`src/sv/hrp_pkg.sv`:
```
// Shared types, codes and helper functions for the HTTP request head parser.
// Used by the parse engine, the result queue and the top level; no dependencies.
package hrp_pkg;

    localparam int LINE_LIMIT_DEF   = 1024;
    localparam int HEADER_LIMIT_DEF = 32;

    // Result queue geometry.
    localparam int RES_DEPTH = 4;
    localparam int RES_PTR_W = 2;
    localparam int RES_CNT_W = 3;

    // Field kinds.
    localparam logic [2:0] KIND_NONE    = 3'd0;
    localparam logic [2:0] KIND_METHOD  = 3'd1;
    localparam logic [2:0] KIND_URI     = 3'd2;
    localparam logic [2:0] KIND_VERSION = 3'd3;
    localparam logic [2:0] KIND_KEY     = 3'd4;
    localparam logic [2:0] KIND_VALUE   = 3'd5;

    // Status codes.
    localparam logic [1:0] ST_BUSY  = 2'd0;
    localparam logic [1:0] ST_DONE  = 2'd1;
    localparam logic [1:0] ST_ERROR = 2'd2;

    // Error codes.
    localparam logic [2:0] ERR_NONE      = 3'd0;
    localparam logic [2:0] ERR_LONG      = 3'd1;
    localparam logic [2:0] ERR_NO_SP1    = 3'd2;
    localparam logic [2:0] ERR_NO_SP2    = 3'd3;
    localparam logic [2:0] ERR_VERSION   = 3'd4;
    localparam logic [2:0] ERR_HDR_COUNT = 3'd5;
    localparam logic [2:0] ERR_NO_COLON  = 3'd6;

    // Line part codes.
    localparam logic [1:0] PART_FIRST  = 2'd0;
    localparam logic [1:0] PART_SECOND = 2'd1;
    localparam logic [1:0] PART_THIRD  = 2'd2;

    // Version prefix match progress.
    localparam logic [2:0] VM_FULL = 3'd5;
    localparam logic [2:0] VM_BAD  = 3'd6;

    localparam logic [7:0] CH_CR    = 8'h0D;
    localparam logic [7:0] CH_LF    = 8'h0A;
    localparam logic [7:0] CH_COLON = 8'h3A;
    localparam logic [7:0] CH_SPACE = 8'h20;

    typedef struct packed {
        logic [7:0] out_byte;
        logic       byte_valid;
        logic [2:0] field_kind;
        logic [9:0] field_offset;
        logic       line_end;
        logic [5:0] header_index;
        logic [9:0] trimmed_length;
        logic [1:0] status;
        logic [2:0] error_code;
        logic       last;
    } hrp_result_t;

    // Space, TAB, LF, VT, FF and CR count as whitespace.
    function automatic logic is_ws(logic [7:0] c);
        return (c == CH_SPACE) || (c >= 8'h09 && c <= 8'h0D);
    endfunction

    // Expected character of the "HTTP/" prefix at a given match position.
    function automatic logic [7:0] ver_char(logic [2:0] idx);
        logic [7:0] ch;
        unique case (idx)
            3'd0:    ch = 8'h48;
            3'd1:    ch = 8'h54;
            3'd2:    ch = 8'h54;
            3'd3:    ch = 8'h50;
            3'd4:    ch = 8'h2F;
            default: ch = 8'h00;
        endcase
        return ch;
    endfunction

endpackage

```
`src/sv/hrp_engine.sv`:
```
// Parse engine: the running line state and the logic that turns one input word
// into one or two result words. Depends on hrp_pkg.
module hrp_engine #(
    parameter int LINE_LIMIT   = hrp_pkg::LINE_LIMIT_DEF,
    parameter int HEADER_LIMIT = hrp_pkg::HEADER_LIMIT_DEF
) (
    input  logic                clk,
    input  logic                rst_n,
    input  logic                fire,
    input  logic                clear,
    input  logic [7:0]          in_byte,
    output hrp_pkg::hrp_result_t res0,
    output hrp_pkg::hrp_result_t res1,
    output logic                two
);

    localparam int LL_W = $clog2(LINE_LIMIT);
    localparam int HT_W = $clog2(HEADER_LIMIT + 1);

    localparam logic [1:0] PH_REQ  = 2'd0;
    localparam logic [1:0] PH_HDR  = 2'd1;
    localparam logic [1:0] PH_DONE = 2'd2;
    localparam logic [1:0] PH_ERR  = 2'd3;

    localparam logic [LL_W-1:0] LL_MAX = LL_W'(LINE_LIMIT - 1);
    localparam logic [HT_W-1:0] HT_MAX = HT_W'(HEADER_LIMIT);

    typedef struct packed {
        logic [1:0]      part;
        logic [LL_W-1:0] off;
        logic [2:0]      vm;
        logic [LL_W-1:0] lne;
    } ctx_t;

    typedef struct packed {
        ctx_t            ctx;
        logic            valid;
        logic [2:0]      kind;
        logic [LL_W-1:0] off;
    } cres_t;

    logic [1:0]      phase_reg, phase_next;
    logic [LL_W-1:0] ll_reg, ll_next;
    logic            pend_reg, pend_next;
    ctx_t            ctx_reg, ctx_next;
    logic [HT_W-1:0] ht_reg, ht_next;
    logic [2:0]      err_reg, err_next;

    logic [LL_W-1:0] ll_inc;
    logic            hdr;
    cres_t           c0, c1;

    function automatic cres_t do_content(ctx_t s, logic in_hdr, logic [7:0] c);
        cres_t r;
        r.ctx   = s;
        r.valid = 1'b0;
        r.kind  = hrp_pkg::KIND_NONE;
        r.off   = '0;
        if (!in_hdr)
        begin
            if (s.part != hrp_pkg::PART_THIRD && c == hrp_pkg::CH_SPACE)
            begin
                r.ctx.part = s.part + 2'd1;
                r.ctx.off  = '0;
                r.ctx.vm   = 3'd0;
            end
            else
            begin
                r.valid   = 1'b1;
                r.off     = s.off;
                r.ctx.off = s.off + 1'b1;
                case (s.part)
                    hrp_pkg::PART_FIRST:  r.kind = hrp_pkg::KIND_METHOD;
                    hrp_pkg::PART_SECOND: r.kind = hrp_pkg::KIND_URI;
                    default:              r.kind = hrp_pkg::KIND_VERSION;
                endcase
                if (s.part == hrp_pkg::PART_THIRD && s.vm < hrp_pkg::VM_FULL)
                begin
                    r.ctx.vm = (c == hrp_pkg::ver_char(s.vm)) ? s.vm + 3'd1
                                                              : hrp_pkg::VM_BAD;
                end
            end
        end
        else if (s.part == hrp_pkg::PART_FIRST)
        begin
            if (c == hrp_pkg::CH_COLON)
            begin
                r.ctx.part = hrp_pkg::PART_SECOND;
                r.ctx.off  = '0;
                r.ctx.lne  = '0;
            end
            else
            begin
                r.valid   = 1'b1;
                r.kind    = hrp_pkg::KIND_KEY;
                r.off     = s.off;
                r.ctx.off = s.off + 1'b1;
            end
        end
        else if (!(s.part == hrp_pkg::PART_SECOND && hrp_pkg::is_ws(c)))
        begin
            // Leading whitespace of a value is dropped; anything after it counts.
            r.ctx.part = hrp_pkg::PART_THIRD;
            r.valid    = 1'b1;
            r.kind     = hrp_pkg::KIND_VALUE;
            r.off      = s.off;
            r.ctx.off  = s.off + 1'b1;
            if (!hrp_pkg::is_ws(c))
            begin
                r.ctx.lne = s.off + 1'b1;
            end
        end
        return r;
    endfunction

    function automatic logic [1:0] status_of(logic [1:0] ph);
        logic [1:0] st;
        unique case (ph)
            PH_DONE: st = hrp_pkg::ST_DONE;
            PH_ERR:  st = hrp_pkg::ST_ERROR;
            default: st = hrp_pkg::ST_BUSY;
        endcase
        return st;
    endfunction

    function automatic hrp_pkg::hrp_result_t content_word(cres_t r, logic [7:0] c,
                                                          logic [5:0] hi);
        hrp_pkg::hrp_result_t w;
        w                = '0;
        w.out_byte       = r.valid ? c : 8'h00;
        w.byte_valid     = r.valid;
        w.field_kind     = r.kind;
        w.field_offset   = 10'(r.off);
        w.header_index   = hi;
        w.status         = hrp_pkg::ST_BUSY;
        w.error_code     = hrp_pkg::ERR_NONE;
        return w;
    endfunction

    assign ll_inc = ll_reg + 1'b1;
    assign hdr    = (phase_reg == PH_HDR);
    assign c0     = do_content(ctx_reg, hdr, pend_reg ? hrp_pkg::CH_CR : in_byte);
    assign c1     = do_content(c0.ctx, hdr, in_byte);

    always_comb
    begin
        phase_next = phase_reg;
        ll_next    = ll_reg;
        pend_next  = pend_reg;
        ctx_next   = ctx_reg;
        ht_next    = ht_reg;
        err_next   = err_reg;
        res0       = '0;
        res1       = '0;
        two        = 1'b0;

        if (clear)
        begin
            phase_next = PH_REQ;
            ll_next    = '0;
            pend_next  = 1'b0;
            ctx_next   = '0;
            ht_next    = '0;
            err_next   = hrp_pkg::ERR_NONE;
        end
        else if (phase_reg == PH_DONE || phase_reg == PH_ERR)
        begin
            res0.header_index = 6'(ht_reg);
            res0.status       = status_of(phase_reg);
            res0.error_code   = err_reg;
        end
        else if (ll_reg == LL_MAX)
        begin
            // Counts even the LF of a CR LF pair.
            phase_next        = PH_ERR;
            err_next          = hrp_pkg::ERR_LONG;
            pend_next         = 1'b0;
            res0.header_index = 6'(ht_reg);
            res0.status       = hrp_pkg::ST_ERROR;
            res0.error_code   = hrp_pkg::ERR_LONG;
        end
        else
        begin
            ll_next = ll_inc;
            if (in_byte == hrp_pkg::CH_LF && pend_reg)
            begin
                pend_next = 1'b0;
                ll_next   = '0;
                ctx_next  = '0;
                if (!hdr)
                begin
                    if (ctx_reg.part == hrp_pkg::PART_FIRST)
                    begin
                        phase_next = PH_ERR;
                        err_next   = hrp_pkg::ERR_NO_SP1;
                    end
                    else if (ctx_reg.part == hrp_pkg::PART_SECOND)
                    begin
                        phase_next = PH_ERR;
                        err_next   = hrp_pkg::ERR_NO_SP2;
                    end
                    else if (ctx_reg.vm != hrp_pkg::VM_FULL)
                    begin
                        phase_next = PH_ERR;
                        err_next   = hrp_pkg::ERR_VERSION;
                    end
                    else
                    begin
                        phase_next = PH_HDR;
                    end
                end
                else if (ll_inc == LL_W'(2))
                begin
                    // Empty header line closes the head.
                    phase_next = PH_DONE;
                end
                else if (ht_reg >= HT_MAX)
                begin
                    phase_next = PH_ERR;
                    err_next   = hrp_pkg::ERR_HDR_COUNT;
                end
                else if (ctx_reg.part == hrp_pkg::PART_FIRST)
                begin
                    phase_next = PH_ERR;
                    err_next   = hrp_pkg::ERR_NO_COLON;
                end
                else
                begin
                    res0.trimmed_length = 10'(ctx_reg.lne);
                    ht_next             = ht_reg + 1'b1;
                end
                res0.line_end     = 1'b1;
                res0.header_index = 6'(ht_reg);
                res0.status       = status_of(phase_next);
                res0.error_code   = err_next;
            end
            else if (in_byte == hrp_pkg::CH_CR)
            begin
                pend_next = 1'b1;
                if (pend_reg)
                begin
                    ctx_next = c0.ctx;
                    res0     = content_word(c0, hrp_pkg::CH_CR, 6'(ht_reg));
                end
                else
                begin
                    res0.header_index = 6'(ht_reg);
                    res0.status       = hrp_pkg::ST_BUSY;
                    res0.error_code   = err_reg;
                end
            end
            else if (pend_reg)
            begin
                // The held CR turns out to be content and goes out first.
                pend_next = 1'b0;
                ctx_next  = c1.ctx;
                res0      = content_word(c0, hrp_pkg::CH_CR, 6'(ht_reg));
                res1      = content_word(c1, in_byte, 6'(ht_reg));
                two       = 1'b1;
            end
            else
            begin
                ctx_next = c0.ctx;
                res0     = content_word(c0, in_byte, 6'(ht_reg));
            end
        end
        res0.last = !two;
        res1.last = 1'b1;
    end

    always_ff @(posedge clk or negedge rst_n)
    begin
        if (!rst_n)
        begin
            phase_reg <= PH_REQ;
            ll_reg    <= '0;
            pend_reg  <= 1'b0;
            ctx_reg   <= '0;
            ht_reg    <= '0;
            err_reg   <= hrp_pkg::ERR_NONE;
        end
        else if (fire)
        begin
            phase_reg <= phase_next;
            ll_reg    <= ll_next;
            pend_reg  <= pend_next;
            ctx_reg   <= ctx_next;
            ht_reg    <= ht_next;
            err_reg   <= err_next;
        end
    end

endmodule

```
`src/sv/hrp_result_fifo.sv`:
```
// Small result queue that takes one or two result words per cycle when written and
// hands out one per cycle when read. Depends on hrp_pkg.
module hrp_result_fifo (
    input  logic                          clk,
    input  logic                          rst_n,
    input  logic                          wr_en,
    input  logic                          wr_two,
    input  hrp_pkg::hrp_result_t          wr_data0,
    input  hrp_pkg::hrp_result_t          wr_data1,
    input  logic                          rd_en,
    output hrp_pkg::hrp_result_t          rd_data,
    output logic [hrp_pkg::RES_CNT_W-1:0] count
);

    hrp_pkg::hrp_result_t mem [hrp_pkg::RES_DEPTH];

    logic [hrp_pkg::RES_PTR_W-1:0] wp_reg, wp_next;
    logic [hrp_pkg::RES_PTR_W-1:0] rp_reg, rp_next;
    logic [hrp_pkg::RES_CNT_W-1:0] cnt_reg, cnt_next;
    logic [hrp_pkg::RES_CNT_W-1:0] wr_n;

    assign wr_n    = wr_en ? (wr_two ? hrp_pkg::RES_CNT_W'(2) : hrp_pkg::RES_CNT_W'(1))
                           : '0;
    assign wp_next = wp_reg + hrp_pkg::RES_PTR_W'(wr_n);
    assign rp_next = rp_reg + hrp_pkg::RES_PTR_W'(rd_en);
    assign cnt_next = cnt_reg + wr_n - hrp_pkg::RES_CNT_W'(rd_en);

    assign rd_data = mem[rp_reg];
    assign count   = cnt_reg;

    always_ff @(posedge clk)
    begin
        if (wr_en)
        begin
            mem[wp_reg] <= wr_data0;
            if (wr_two)
            begin
                mem[wp_reg + 1'b1] <= wr_data1;
            end
        end
    end

    always_ff @(posedge clk or negedge rst_n)
    begin
        if (!rst_n)
        begin
            wp_reg  <= '0;
            rp_reg  <= '0;
            cnt_reg <= '0;
        end
        else
        begin
            wp_reg  <= wp_next;
            rp_reg  <= rp_next;
            cnt_reg <= cnt_next;
        end
    end

endmodule

```
`src/sv/http_request_head_parser.sv`:
```
// HTTP request head parser: an input register and a four-entry result queue around the engine.
// One input word per cycle is accepted while the input register is empty or the queue
// holds two words or fewer; a word whose held CR turns out to be content yields two result
// words, handed out one at a time, registered in the queue once the engine takes the word.
// rst_n clears the parse state to the start of a request line; no clearing pass.
// Depends on hrp_pkg, hrp_engine and hrp_result_fifo.
module http_request_head_parser #(
    parameter int LINE_LIMIT   = hrp_pkg::LINE_LIMIT_DEF,
    parameter int HEADER_LIMIT = hrp_pkg::HEADER_LIMIT_DEF
) (
    input  logic       clk,
    input  logic       rst_n,
    input  logic       in_valid,
    output logic       in_stall,
    input  logic [7:0] in_byte,
    input  logic       clear_request,
    output logic       out_valid,
    input  logic       out_stall,
    output logic [7:0] out_byte,
    output logic       byte_valid,
    output logic [2:0] field_kind,
    output logic [9:0] field_offset,
    output logic       line_end,
    output logic [5:0] header_index,
    output logic [9:0] trimmed_length,
    output logic [1:0] status,
    output logic [2:0] error_code,
    output logic       last
);

    logic       full_reg, full_next;
    logic [7:0] byte_reg;
    logic       clear_reg;
    logic       accept;
    logic       room;
    logic       consume;
    logic       pop;
    logic       two;

    hrp_pkg::hrp_result_t          res0, res1, head;
    logic [hrp_pkg::RES_CNT_W-1:0] fifo_count;

    // Room for the worst case of two words from the held item.
    assign room      = (fifo_count <= hrp_pkg::RES_CNT_W'(hrp_pkg::RES_DEPTH - 2));
    assign consume   = full_reg && room;
    assign in_stall  = full_reg && !room;
    assign accept    = in_valid && !in_stall;
    assign full_next = accept ? 1'b1 : (consume ? 1'b0 : full_reg);

    always_ff @(posedge clk or negedge rst_n)
    begin
        if (!rst_n)
        begin
            full_reg <= 1'b0;
        end
        else
        begin
            full_reg <= full_next;
        end
    end

    always_ff @(posedge clk)
    begin
        if (accept)
        begin
            byte_reg  <= in_byte;
            clear_reg <= clear_request;
        end
    end

    hrp_engine #(
        .LINE_LIMIT   (LINE_LIMIT),
        .HEADER_LIMIT (HEADER_LIMIT)
    ) u_engine (
        .clk     (clk),
        .rst_n   (rst_n),
        .fire    (consume),
        .clear   (clear_reg),
        .in_byte (byte_reg),
        .res0    (res0),
        .res1    (res1),
        .two     (two)
    );

    hrp_result_fifo u_fifo (
        .clk      (clk),
        .rst_n    (rst_n),
        .wr_en    (consume),
        .wr_two   (two),
        .wr_data0 (res0),
        .wr_data1 (res1),
        .rd_en    (pop),
        .rd_data  (head),
        .count    (fifo_count)
    );

    assign out_valid      = (fifo_count != '0);
    assign pop            = out_valid && !out_stall;
    assign out_byte       = head.out_byte;
    assign byte_valid     = head.byte_valid;
    assign field_kind     = head.field_kind;
    assign field_offset   = head.field_offset;
    assign line_end       = head.line_end;
    assign header_index   = head.header_index;
    assign trimmed_length = head.trimmed_length;
    assign status         = head.status;
    assign error_code     = head.error_code;
    assign last           = head.last;

    a_fifo_bound: assert property (@(posedge clk) disable iff (!rst_n)
        fifo_count <= hrp_pkg::RES_CNT_W'(hrp_pkg::RES_DEPTH))
        else $error("result queue count exceeds its depth");

    a_consume_lands: assert property (@(posedge clk) disable iff (!rst_n)
        consume |=> (fifo_count != '0))
        else $error("consumed word produced no queued result");

    a_content_busy: assert property (@(posedge clk) disable iff (!rst_n)
        (out_valid && byte_valid) |-> (status == hrp_pkg::ST_BUSY && !line_end))
        else $error("content word carries a final status or a line end");

    a_two_last: assert property (@(posedge clk) disable iff (!rst_n)
        (consume && two) |-> (!res0.last && res1.last))
        else $error("paired results are not marked correctly");

endmodule

```
`config.mk`:
```
export PLATFORM = sky130hd
export DESIGN_NAME = http_request_head_parser
export DESIGN_NICKNAME = d
export VERILOG_FILES = /design/src/sv/hrp_pkg.sv /design/src/sv/hrp_engine.sv /design/src/sv/hrp_result_fifo.sv /design/src/sv/http_request_head_parser.sv
export SDC_FILE = /design/constraint.sdc
export NUM_CORES = 1
export LEC_CHECK = 0
export BUFFER_PORTS_ARGS = -buffer_cell sky130_fd_sc_hd__buf_2
export CORE_MARGIN = 4
export CORE_UTILIZATION = 50
export CTS_CLUSTER_SIZE = 12
export DETAILED_ROUTE_END_ITERATION = 6
export HOLD_SLACK_MARGIN = 0.1
export MAX_ROUTING_LAYER = met4
export PLACE_DENSITY = 0.76
export SLEW_MARGIN = 20
export SYNTH_ARGS = -nofsm -noshare
export SYNTH_HDL_FRONTEND = slang
export SYNTH_HIERARCHICAL = 1
export SYNTH_SLANG_ARGS = --single-unit
```
`constraint.sdc`:
```
create_clock -name clk -period 7.13 [get_ports clk]
set_input_delay 0 -clock clk [delete_from_list [all_inputs] [get_ports clk]]
set_output_delay 0 -clock clk [all_outputs]
set_load 0.005 [all_outputs]
```
---- Yosys cells after proc, flatten, opt, wreduce, memory -nomap -nowiden ----
Memories as Yosys holds them, arrays and structs flattened.
Index checks and enable logic that the tools add are counted.
storage, ports and cells
  memory bits (read-only) ................. 0
  memories ................................ 1
  bits in registers ....................... 64
  output and inout bits ................... 47
  word-level logic and storage cells ...... 254
  memory bits (writable) .................. 180
  input port bits ......................... 13
  bits in latches ......................... 0
cells by class
  $lt $le $gt $ge ......................... 8
  div/mod/pow operators ................... 0
  shift-type cells ........................ 0
  $add $sub $neg .......................... 13
  equality and inequality tests ........... 36
  bitwise logic cells ..................... 0
  multiply operators ...................... 0
  multiplexer cells ....................... 145
  reductions and logical operators ........ 36
memories
  name        depth  bits a word  read ports  clocked after Yosys merged registers in  write ports  line                   RTL
  u_fifo.mem  4      45           1           0                                        2            hrp_result_fifo.sv:15  hrp_pkg::hrp_result_t mem [hrp_pkg::RES_DEPTH];
operator list
  cell                                                                                 number
  45-bit two-way mux                                                                   9
  10-bit two-way mux                                                                   18
  25-bit two-way mux                                                                   7
  24-bit two-way mux                                                                   4
  14-bit two-way mux                                                                   6
  12-bit two-way mux                                                                   6
  8-bit two-way mux                                                                    9
  23-bit two-way mux                                                                   3
  6-bit two-way mux                                                                    10
  3-bit two-way mux                                                                    19
  7-bit case mux with 4 select lines                                                   2
  22-bit two-way mux                                                                   2
  2-bit two-way mux                                                                    20
  8-bit by 6-bit == test with 1-bit output, second input constant                      4
  10-bit by 1-bit adder with 10-bit output, second input constant                      3
  13-bit two-way mux                                                                   2
  1-bit two-way mux                                                                    21
  8-bit by 4-bit == test with 1-bit output, second input constant                      2
  8-bit == test                                                                        2
  8-bit by 4-bit greater-or-equal comparator with 1-bit output, second input constant  2
  8-bit by 4-bit <= comparator with 1-bit output, second input constant                2
  2-bit case mux with 2 select lines                                                   4
  2-bit != test, second input constant                                                 7
  1-bit logical AND                                                                    13
  other kinds (32)                                                                     61

---- Logic depth before layout (Yosys ltp) ----
Gate-level depths: netlist (run 1).
  depth in word-level cells ............... 28
  gate-level depth with buffers ........... 17
  gate-level depth less buffers ........... 16

---- Hierarchy ----
Netlist (run 1), hierarchy kept.
modules (own cells, without submodules)
  module                    times used  area each (um^2)  cells each  sequential area each (um^2)
  hrp_result_fifo           1           9286.4            473         5580.4
  hrp_engine                1           5571.6            774         1176.1
  http_request_head_parser  1           354.1             18          295.3

---- Least setup slack after synthesis (run 1) ----
Ideal clock, no wire load.
  kind .................................... register -> register
  start ................................... register byte_reg[7]
  end ..................................... memory u_fifo/mem[2][0] in the netlist's numbering (enable)
  stages on the path, launching flop included .. 12
  clock period less this slack ............ 5.738 ns
  data required time ...................... 6.613 ns
  setup time .............................. 0.517 ns
  buffers on the path ..................... 4
  data arrival time ....................... 5.221 ns
  slack ................................... 1.392 ns
  path through ............................ edfxtp_1 buf_2 or4_1 or2_1 and2_1 clkbuf_1 clkbuf_1 nand2_1 inv_1 buf_4 nand3b_1 a21boi_0
RTL lines
  what                    line                            RTL
  start, declared         http_request_head_parser.sv:32  logic [7:0] byte_reg;
  start signal, assigned  http_request_head_parser.sv:66  byte_reg <= in_byte;
  end, declared           hrp_result_fifo.sv:15

==> metrics.md, run 1 <==
| Metric | Value |
|---|---|
| Cts bufs inserted | `27` |
| Critical Path Max Stage Delay | `0.73 ns` |
| Largest net degree at the start of global routing | `56` |
| Reg clk slew, reported paths | `0.06 ns` |
| Crit-path max FO | `26` |
| DRC violations left | `0` |
| Critical-path top delay cell | `ha_1` |
| Measured slew at the worst slew-check pin | `1.22 ns` |
| Drt wl/cell | `22.8 um` |
| Slew Limit Fails | `0` |
| Final hold violations | `0` |
| EDFF count, synth | `189` |
| Crit start category | `flop` |
| List of most frequent post-synthesis cells | `edfxtp_1, mux2_2, nor2_1` |
| HPWL after DPL | `26000 um` |
| Grt total ovfl | `0` |
| Max Fclk | `0.185 GHz` |
| Vias per inst | `6.29` |
| Status | `completed` |
| Min-Delay Path Class | `in -> async` |
| Top cell type's share of synthesized area | `37.3%` |
| PD cells | `315 nW/um2` |
| Area grow syn2layout | `9.39%` |
| Final WS setup | `1.74 ns` |
| Vias post-DR | `10768` |
| Mapped cell area | `15200 um2` |
| Leak Pwr | `6.21 nW` |
| CTS Sinks | `244` |
| Crit path time final | `5.39 ns` |
| Area contributors post-synth | `edfxtp_1, mux2_2, dfrtp_1` |
| Core footprint | `29800 um2` |
| Crit. End Element | `flop` |
| CP required | `7.54 ns` |
| CP cell instances | `inv_1, ha_1, nand4_1, mux2i_2, buf_4, mux2_2, inv_1, ha_1, and4_1, nor2_1, o21ai_0, a21oi_1, nand2_1, nor2_1, mux2_2` |
| Synth Register Bits | `244` |
| Clock latency on the worst-skew pair | `0.55 ns` |
| Die width | `182 um` |
| Post-Route Setup TNS | `0 ns` |
| YS warnings | `6` |
| Ys async rst share | `22.5%` |
| Total Routed Length | `39100 um` |
| Chip height | `182 um` |
| VDD IR max | `0.000216 V` |
| Hold Worst Slack | `0.161 ns` |
| Starting Density | `51.1%` |
| Place WS | `1.85 ns` |
| Cells after Synth | `1265` |
| Total Power | `5.25 mW` |
| Max reg flops | `180` |
| WS Path Type | `reg -> reg` |
| Post-CTS sizing | `0` |
| Initial drt markers | `1167` |
| Tcrit/Tclk final | `75.6%` |
| GRT Total Usage | `23.8%` |
| Sequential-to-total area share from yosys stat | `46.4%` |
| Main flop type after synthesis | `edfxtp_1` |
| Top-level I/O count | `60` |
| Syn avg cell area | `12.0 um2` |
| First-pass GRT wire length | `61500 um` |
| Finish-stage setup viols | `0` |
| Die area | `33300 um2` |
| Yosys top cell by area | `edfxtp_1` |
| Site row count | `63` |
| Slew headroom | `16.6%` |
| Vias in the first global route | `10794` |
| Pre-antenna DRT Iters | `6` |
| RSZ-0062 raised after global routing | `no` |
| Nets | `1343` |
| Post-route ant nets | `0` |
| Clock Path Buffers | `3` |
| Post-synth cell types | `98` |
| Maxcap violations | `0` |
| Cell Area, Placed | `15600 um2` |
| H-Tree Depth | `1` |
| Count of buffers from port buffering | `59` |
| Gpl congestion | `0.983` |
| Crit path arrival time | `5.80 ns` |
| Most frequent cell after synthesis | `edfxtp_1` |
| Clock Skew | `0.0103 ns` |
| Family with the most delay on the worst path | `simple AND/OR/NAND/NOR gates` |
| Clock root buffer | `clkbuf_16` |
| Share of cells above drive strength 1 | `27.6%` |
| Buf/Inv on CP | `3` |
| CTS tree | `built` |
| Post-route cell area | `16600 um2` |
| Initial antenna violation count | `2` |
==> kinds of logic after synthesis <==
logic type	after synthesis	share of synthesized area [%]
AND/OR/NAND/NOR	362	12.9
AO/OA/AOI/OAI	248	11.0
flip-flops	244	46.4
multiplexers	231	21.5
buffers and inverters	130	4.70
adder cells (fa/ha/maj)	28	2.35
XOR/XNOR	20	1.15
other	2	0.0494
==> area by class of cell <==
class	instances	area [um2]
clock buffer	36	709
inverter	34	128
timing repair buffer	89	563
tap	390	488
fill	2459	13200
sequential	244	7050
clock inverter	12	149
multi-input combinational	906	7540
antenna	2	5.00
==> final timing paths <==
| check | from | end | slack (ns) | cells past startpoint |
|---|---|---|---|---|
| max in group asynchronous | rst_n | u_fifo/rp_reg[1] | 6.42 | 3 |
| setup / recovery | u_engine/ctx_reg[23] | u_fifo/mem[3][39] | 1.74 | 15 |
| hold / removal | rst_n | full_reg | 0.16 | 3 |
| min in group clk | in_byte[7] | byte_reg[7] | 0.17 | 2 |
| hold reg to reg | u_engine/ll_reg[6] | u_engine/ll_reg[6] | 0.52 | 1 |
| setup reg to reg | u_engine/ctx_reg[23] | u_fifo/mem[3][39] | 1.74 | 15 |
==> what timing repair did <==
item | CTS | global route
setup buffers | 0 | 0
endpoints found under the hold margin | 78 | 0
hold buffers | 12 | 0
==> cell usage in the layout (no fill, tap or decap), drive strengths merged, types with 6 or more instances in the layout <==
master and count:
and3 22, nand4 11, or3 8, conb 17, ha 27, a22oi 11, and2 23, o221ai 9
o21ai 69, and4 7, a21oi 42, nand2 84, nand3 37, o31ai 12, o21a 7, o211ai 11
o22ai 8, mux4 45, nor2 86, clkbuf 36, xnor2 12, edfxtp 189, nand2b 9, mux2 181
nor2b 13, xor2 8, inv 35, dlygate4sd3 12, nor4 10, a31oi 19, nor3 26, dfrtp 55
buf 77, clkinv 6
==> routing by layer <==
metal	vias up	wire length, um	track usage, %
li1	4910	-	-
met1	5351	16900	32.7
met2	437	18600	37.7
met3	70	2570	3.27
met4	0	993	6.30
met5	-	0	-
==> tightest hold or removal path, delay by kind of cell <==
kind	cells	cell delay [ns]
buffers and inverters	3	1.22
==> report_power, final <==
group | internal (mW) | switching, mW
Combinational | 0.769 | 1.05
Sequential | 1.88 | 0.184
Clock | 0.807 | 0.554
Total | 3.46 | 1.79
==> per-stage QoR <==
step / utilization, % / instances
2_1_floorplan: - / 1280
3_3_place_gp: 52.5 / 1650
3_5_place_dp: 52.5 / 1650
4_1_cts: 55.8 / 1710
5_1_grt: 55.8 / 1713
6_report: 55.8 / 1713
No activity file was read; power rests on OpenSTA's default activity.
==> run 2: changes to the inputs <==
- clock period: 7.13 -> 5.46 ns (I/O delays scaled with it)
==> metrics.md, run 2 (same netlist as run 1, synthesis figures left out) <==
| Metric | Value |
|---|---|
| Final hold violations | `0 (unchanged)` |
| Initial drt markers | `1095 (was 1167)` |
| RSZ-0062 raised after global routing | `no (unchanged)` |
| Die width | `182 um (unchanged)` |
| Core footprint | `29800 um2 (unchanged)` |
| Crit. End Element | `flop (unchanged)` |
| Internal | `4.55 mW (was 3.46 mW)` |
| Share of cells above drive strength 1 | `28.6% (was 27.6%)` |
| Crit start category | `flop (unchanged)` |
| Post-route ant nets | `0 (unchanged)` |
| CP required | `5.75 ns (was 7.54 ns)` |
| Seq pwr share | `39.6% (was 39.3%)` |
| Crit path arrival time | `4.94 ns (was 5.80 ns)` |
| Area grow syn2layout | `10.2% (was 9.39%)` |
| Vias in the first global route | `10740 (was 10794)` |
| CTS tree | `built (unchanged)` |
| Critical Path Max Stage Delay | `0.52 ns (was 0.73 ns)` |
| Crit-path max FO | `11 (was 26)` |
| Min-Delay Path Class | `in -> async (unchanged)` |
| Measured slew at the worst slew-check pin | `0.921 ns (was 1.22 ns)` |
| Slew headroom | `38.0% (was 16.6%)` |
| Leak Pwr | `6.29 nW (was 6.21 nW)` |
| Post-CTS setup buffer count | `0 (unchanged)` |
| Initial antenna violation count | `0 (was 2)` |
| Buf/Inv on CP | `1 (was 3)` |
| Nets | `1355 (was 1343)` |
| Post-CTS sizing | `0 (unchanged)` |
| Top-level I/O count | `60 (unchanged)` |
| Cell Area, Placed | `15800 um2 (was 15600 um2)` |
| Clock root buffer | `clkbuf_16 (unchanged)` |
| Commonest non-fill, non-tap cell in the layout | `edfxtp_1 (unchanged)` |
| Fill cells | `2424 (was 2459)` |
| Post-Route Setup TNS | `0 ns (unchanged)` |
| Multi-input gate area | `7550 um2 (was 7540 um2)` |
| Total Routed Length | `39400 um (was 39100 um)` |
| Vias post-DR | `11046 (was 10768)` |
| Register area | `7050 um2 (unchanged)` |
| CTS Sinks | `244 (unchanged)` |
| Count of buffers from port buffering | `59 (unchanged)` |
| Max Fclk | `0.215 GHz (was 0.185 GHz)` |
| CP cell instances | `or3_4, a41o_1, o21ai_0, a21oi_1, mux2_2, inv_1, ha_1, and4_1, nor2_1, o21ai_0, a21oi_1, nand2_1, nor2_1, mux2_2 (was inv_1, ha_1, nand4_1, mux2i_2, buf_4, mux2_2, inv_1, ha_1, and4_1, nor2_1, o21ai_0, a21oi_1, nand2_1, nor2_1, mux2_2)` |
| First-pass GRT wire length | `61700 um (was 61500 um)` |
| Post-route cell area | `16800 um2 (was 16600 um2)` |
| Register-to-register path setup slack | `0.82 ns (was 1.74 ns)` |
| Die area | `33300 um2 (unchanged)` |
| Sw Ratio | `34.0% (was 34.1%)` |
| Combinational power share | `33.9% (was 34.7%)` |
| RR Endpoint | `u_fifo/mem[0][25] (was u_fifo/mem[3][39])` |
| GRT Total Usage | `23.9% (was 23.8%)` |
| Worst Setup EP | `u_fifo/mem[0][25] (was u_fifo/mem[3][39])` |
| WS Path Type | `reg -> reg (unchanged)` |
| Worst r2r src | `byte_reg[0] (was u_engine/ctx_reg[23])` |
| Maxcap violations | `0 (unchanged)` |
| Clock latency on the worst-skew pair | `0.55 ns (about the same)` |
| Cts bufs inserted | `27 (unchanged)` |
| Starting Density | `51.1% (unchanged)` |
| Clock Skew | `0.0129 ns (was 0.0103 ns)` |
| Commonest non-fill, non-tap cells in the layout | `edfxtp_1, mux2_2, nor2_1, nand2_1, buf_2 (unchanged)` |
| FF-to-FF path depth | `14 (was 15)` |
| Largest net degree at the start of global routing | `56 (unchanged)` |
| Status | `completed (unchanged)` |
| Chip height | `182 um (unchanged)` |
| Crit path time final | `4.64 ns (was 5.39 ns)` |
| ANT cells | `0 (was 2)` |
| Reg clk slew, reported paths | `0.06 ns (about the same)` |
| Drt wl/cell | `22.9 um (was 22.8 um)` |
| Critical-path top delay cell | `edfxtp_1 (was ha_1)` |
| Finish-stage setup viols | `0 (unchanged)` |
| Vias per inst | `6.41 (was 6.29)` |
| VDD IR max | `0.000290 V (was 0.000216 V)` |
| Family with the most delay on the worst path | `simple AND/OR/NAND/NOR gates (unchanged)` |
| Gpl congestion | `1.02 (was 0.983)` |
| Pre-antenna DRT Iters | `6 (unchanged)` |
| Slew Limit Fails | `0 (unchanged)` |
| H-Tree Depth | `1 (unchanged)` |
| HPWL after DPL | `26100 um (was 26000 um)` |
| Clock share of power | `26.5% (was 25.9%)` |
| DRC violations left | `0 (unchanged)` |
| Worst path depth | `14 (was 15)` |
| Site row count | `63 (unchanged)` |
| Clock Path Buffers | `3 (unchanged)` |
| Tcrit/Tclk final | `85.0% (was 75.6%)` |
| Max reg flops | `180 (unchanged)` |
| Psw | `2.35 mW (was 1.79 mW)` |
| Worst Setup SP | `byte_reg[0] (was u_engine/ctx_reg[23])` |
| Grt total ovfl | `0 (unchanged)` |
| PD cells | `411 nW/um2 (was 315 nW/um2)` |
run 2: cell types whose count changed in the layout (fill, tap and decap cells not counted):
cell,previous run,this run
clkinvlp_4,2,1
inv_8,0,1
buf_4,17,28
a2111oi_0,2,1
buf_12,1,2
nor3_2,3,2
clkinv_1,5,2
nor3_1,23,24
diode_2,2,0
a2111oi_2,2,3
bufinv_16,3,2
clkbuf_8,0,5
run 2: per-stage QoR:
step                      cells  power, mW  util (%)  hold slack, ns  worst slack [ns]
after CTS                  1724       6.92      56.3           0.135             0.888
after detailed placement   1663       5.08      52.9           0.178             0.940
final                      1724       6.89      56.3           0.157             0.819
after global routing       1724       7.23      56.3           0.144             0.618
after global placement     1663       5.03      52.9           0.181              1.03
after floorplan            1280       4.29         -          -0.296             0.909
run 2: timing repair:
action / CTS / global route
hold endpoints to repair: 78 / 0
hold buffers: 12 / 0
setup endpoints to repair: 0 / 0
run 2: power groups by stage:
stage / logic, mW / registers, mW / clock network [mW]
6_report: 2.34 / 2.73 / 1.83
5_1_grt: 2.52 / 2.77 / 1.94
4_1_cts: 2.34 / 2.73 / 1.86
3_5_place_dp: 2.32 / 2.76 / 0
3_3_place_gp: 2.29 / 2.74 / 0
2_1_floorplan: 1.69 / 2.60 / 0
run 2: layer usage:
layer  vias to the layer above  wire (um)  part of all wire, %  global-route usage (%)
li1                       4946          -                    -                       -
met1                      5455      16100                   41                    31.8
met2                       549      18700                   47                    38.5
met3                        96       3250                  8.2                    3.37
met4                         0       1460                  3.7                    7.21
met5                         -          0                    0                       -
run 2: worst min-delay path by stage:
stage	start	endpoint	slack (ns)	cells after the start
after floorplan	rst_n	full_reg	-0.30	0
after global placement	clear_request	clear_reg	0.18	1
after detailed placement	in_byte[2]	byte_reg[2]	0.18	1
after CTS	in_byte[3]	byte_reg[3]	0.14	2
after global routing	clear_request	clear_reg	0.14	2
final	rst_n	full_reg	0.16	3
run 2: worst register-to-register path: stages (launching register included):
cell and delay (ns):
edfxtp_1 0.52, or3_4 0.46, a41o_1 0.29, o21ai_0 0.38, a21oi_1 0.12, mux2_2 0.34, inv_1 0.10, ha_1 0.40
and4_1 0.37, nor2_1 0.06, o21ai_0 0.18, a21oi_1 0.15, nand2_1 0.52, nor2_1 0.20, mux2_2 0.31
run 2: area by class of cell:
| class | instances | share of cell area, % |
|---|---|---|
| Clock buffer | 41 | 4.64 |
| Clock inverter | 8 | 0.664 |
| Multi-Input combinational cell | 906 | 45.0 |
| Sequential cell | 244 | 42.1 |
| Inverter | 34 | 0.761 |
| Timing Repair Buffer | 101 | 3.97 |
| Tap cell | 390 | 2.91 |
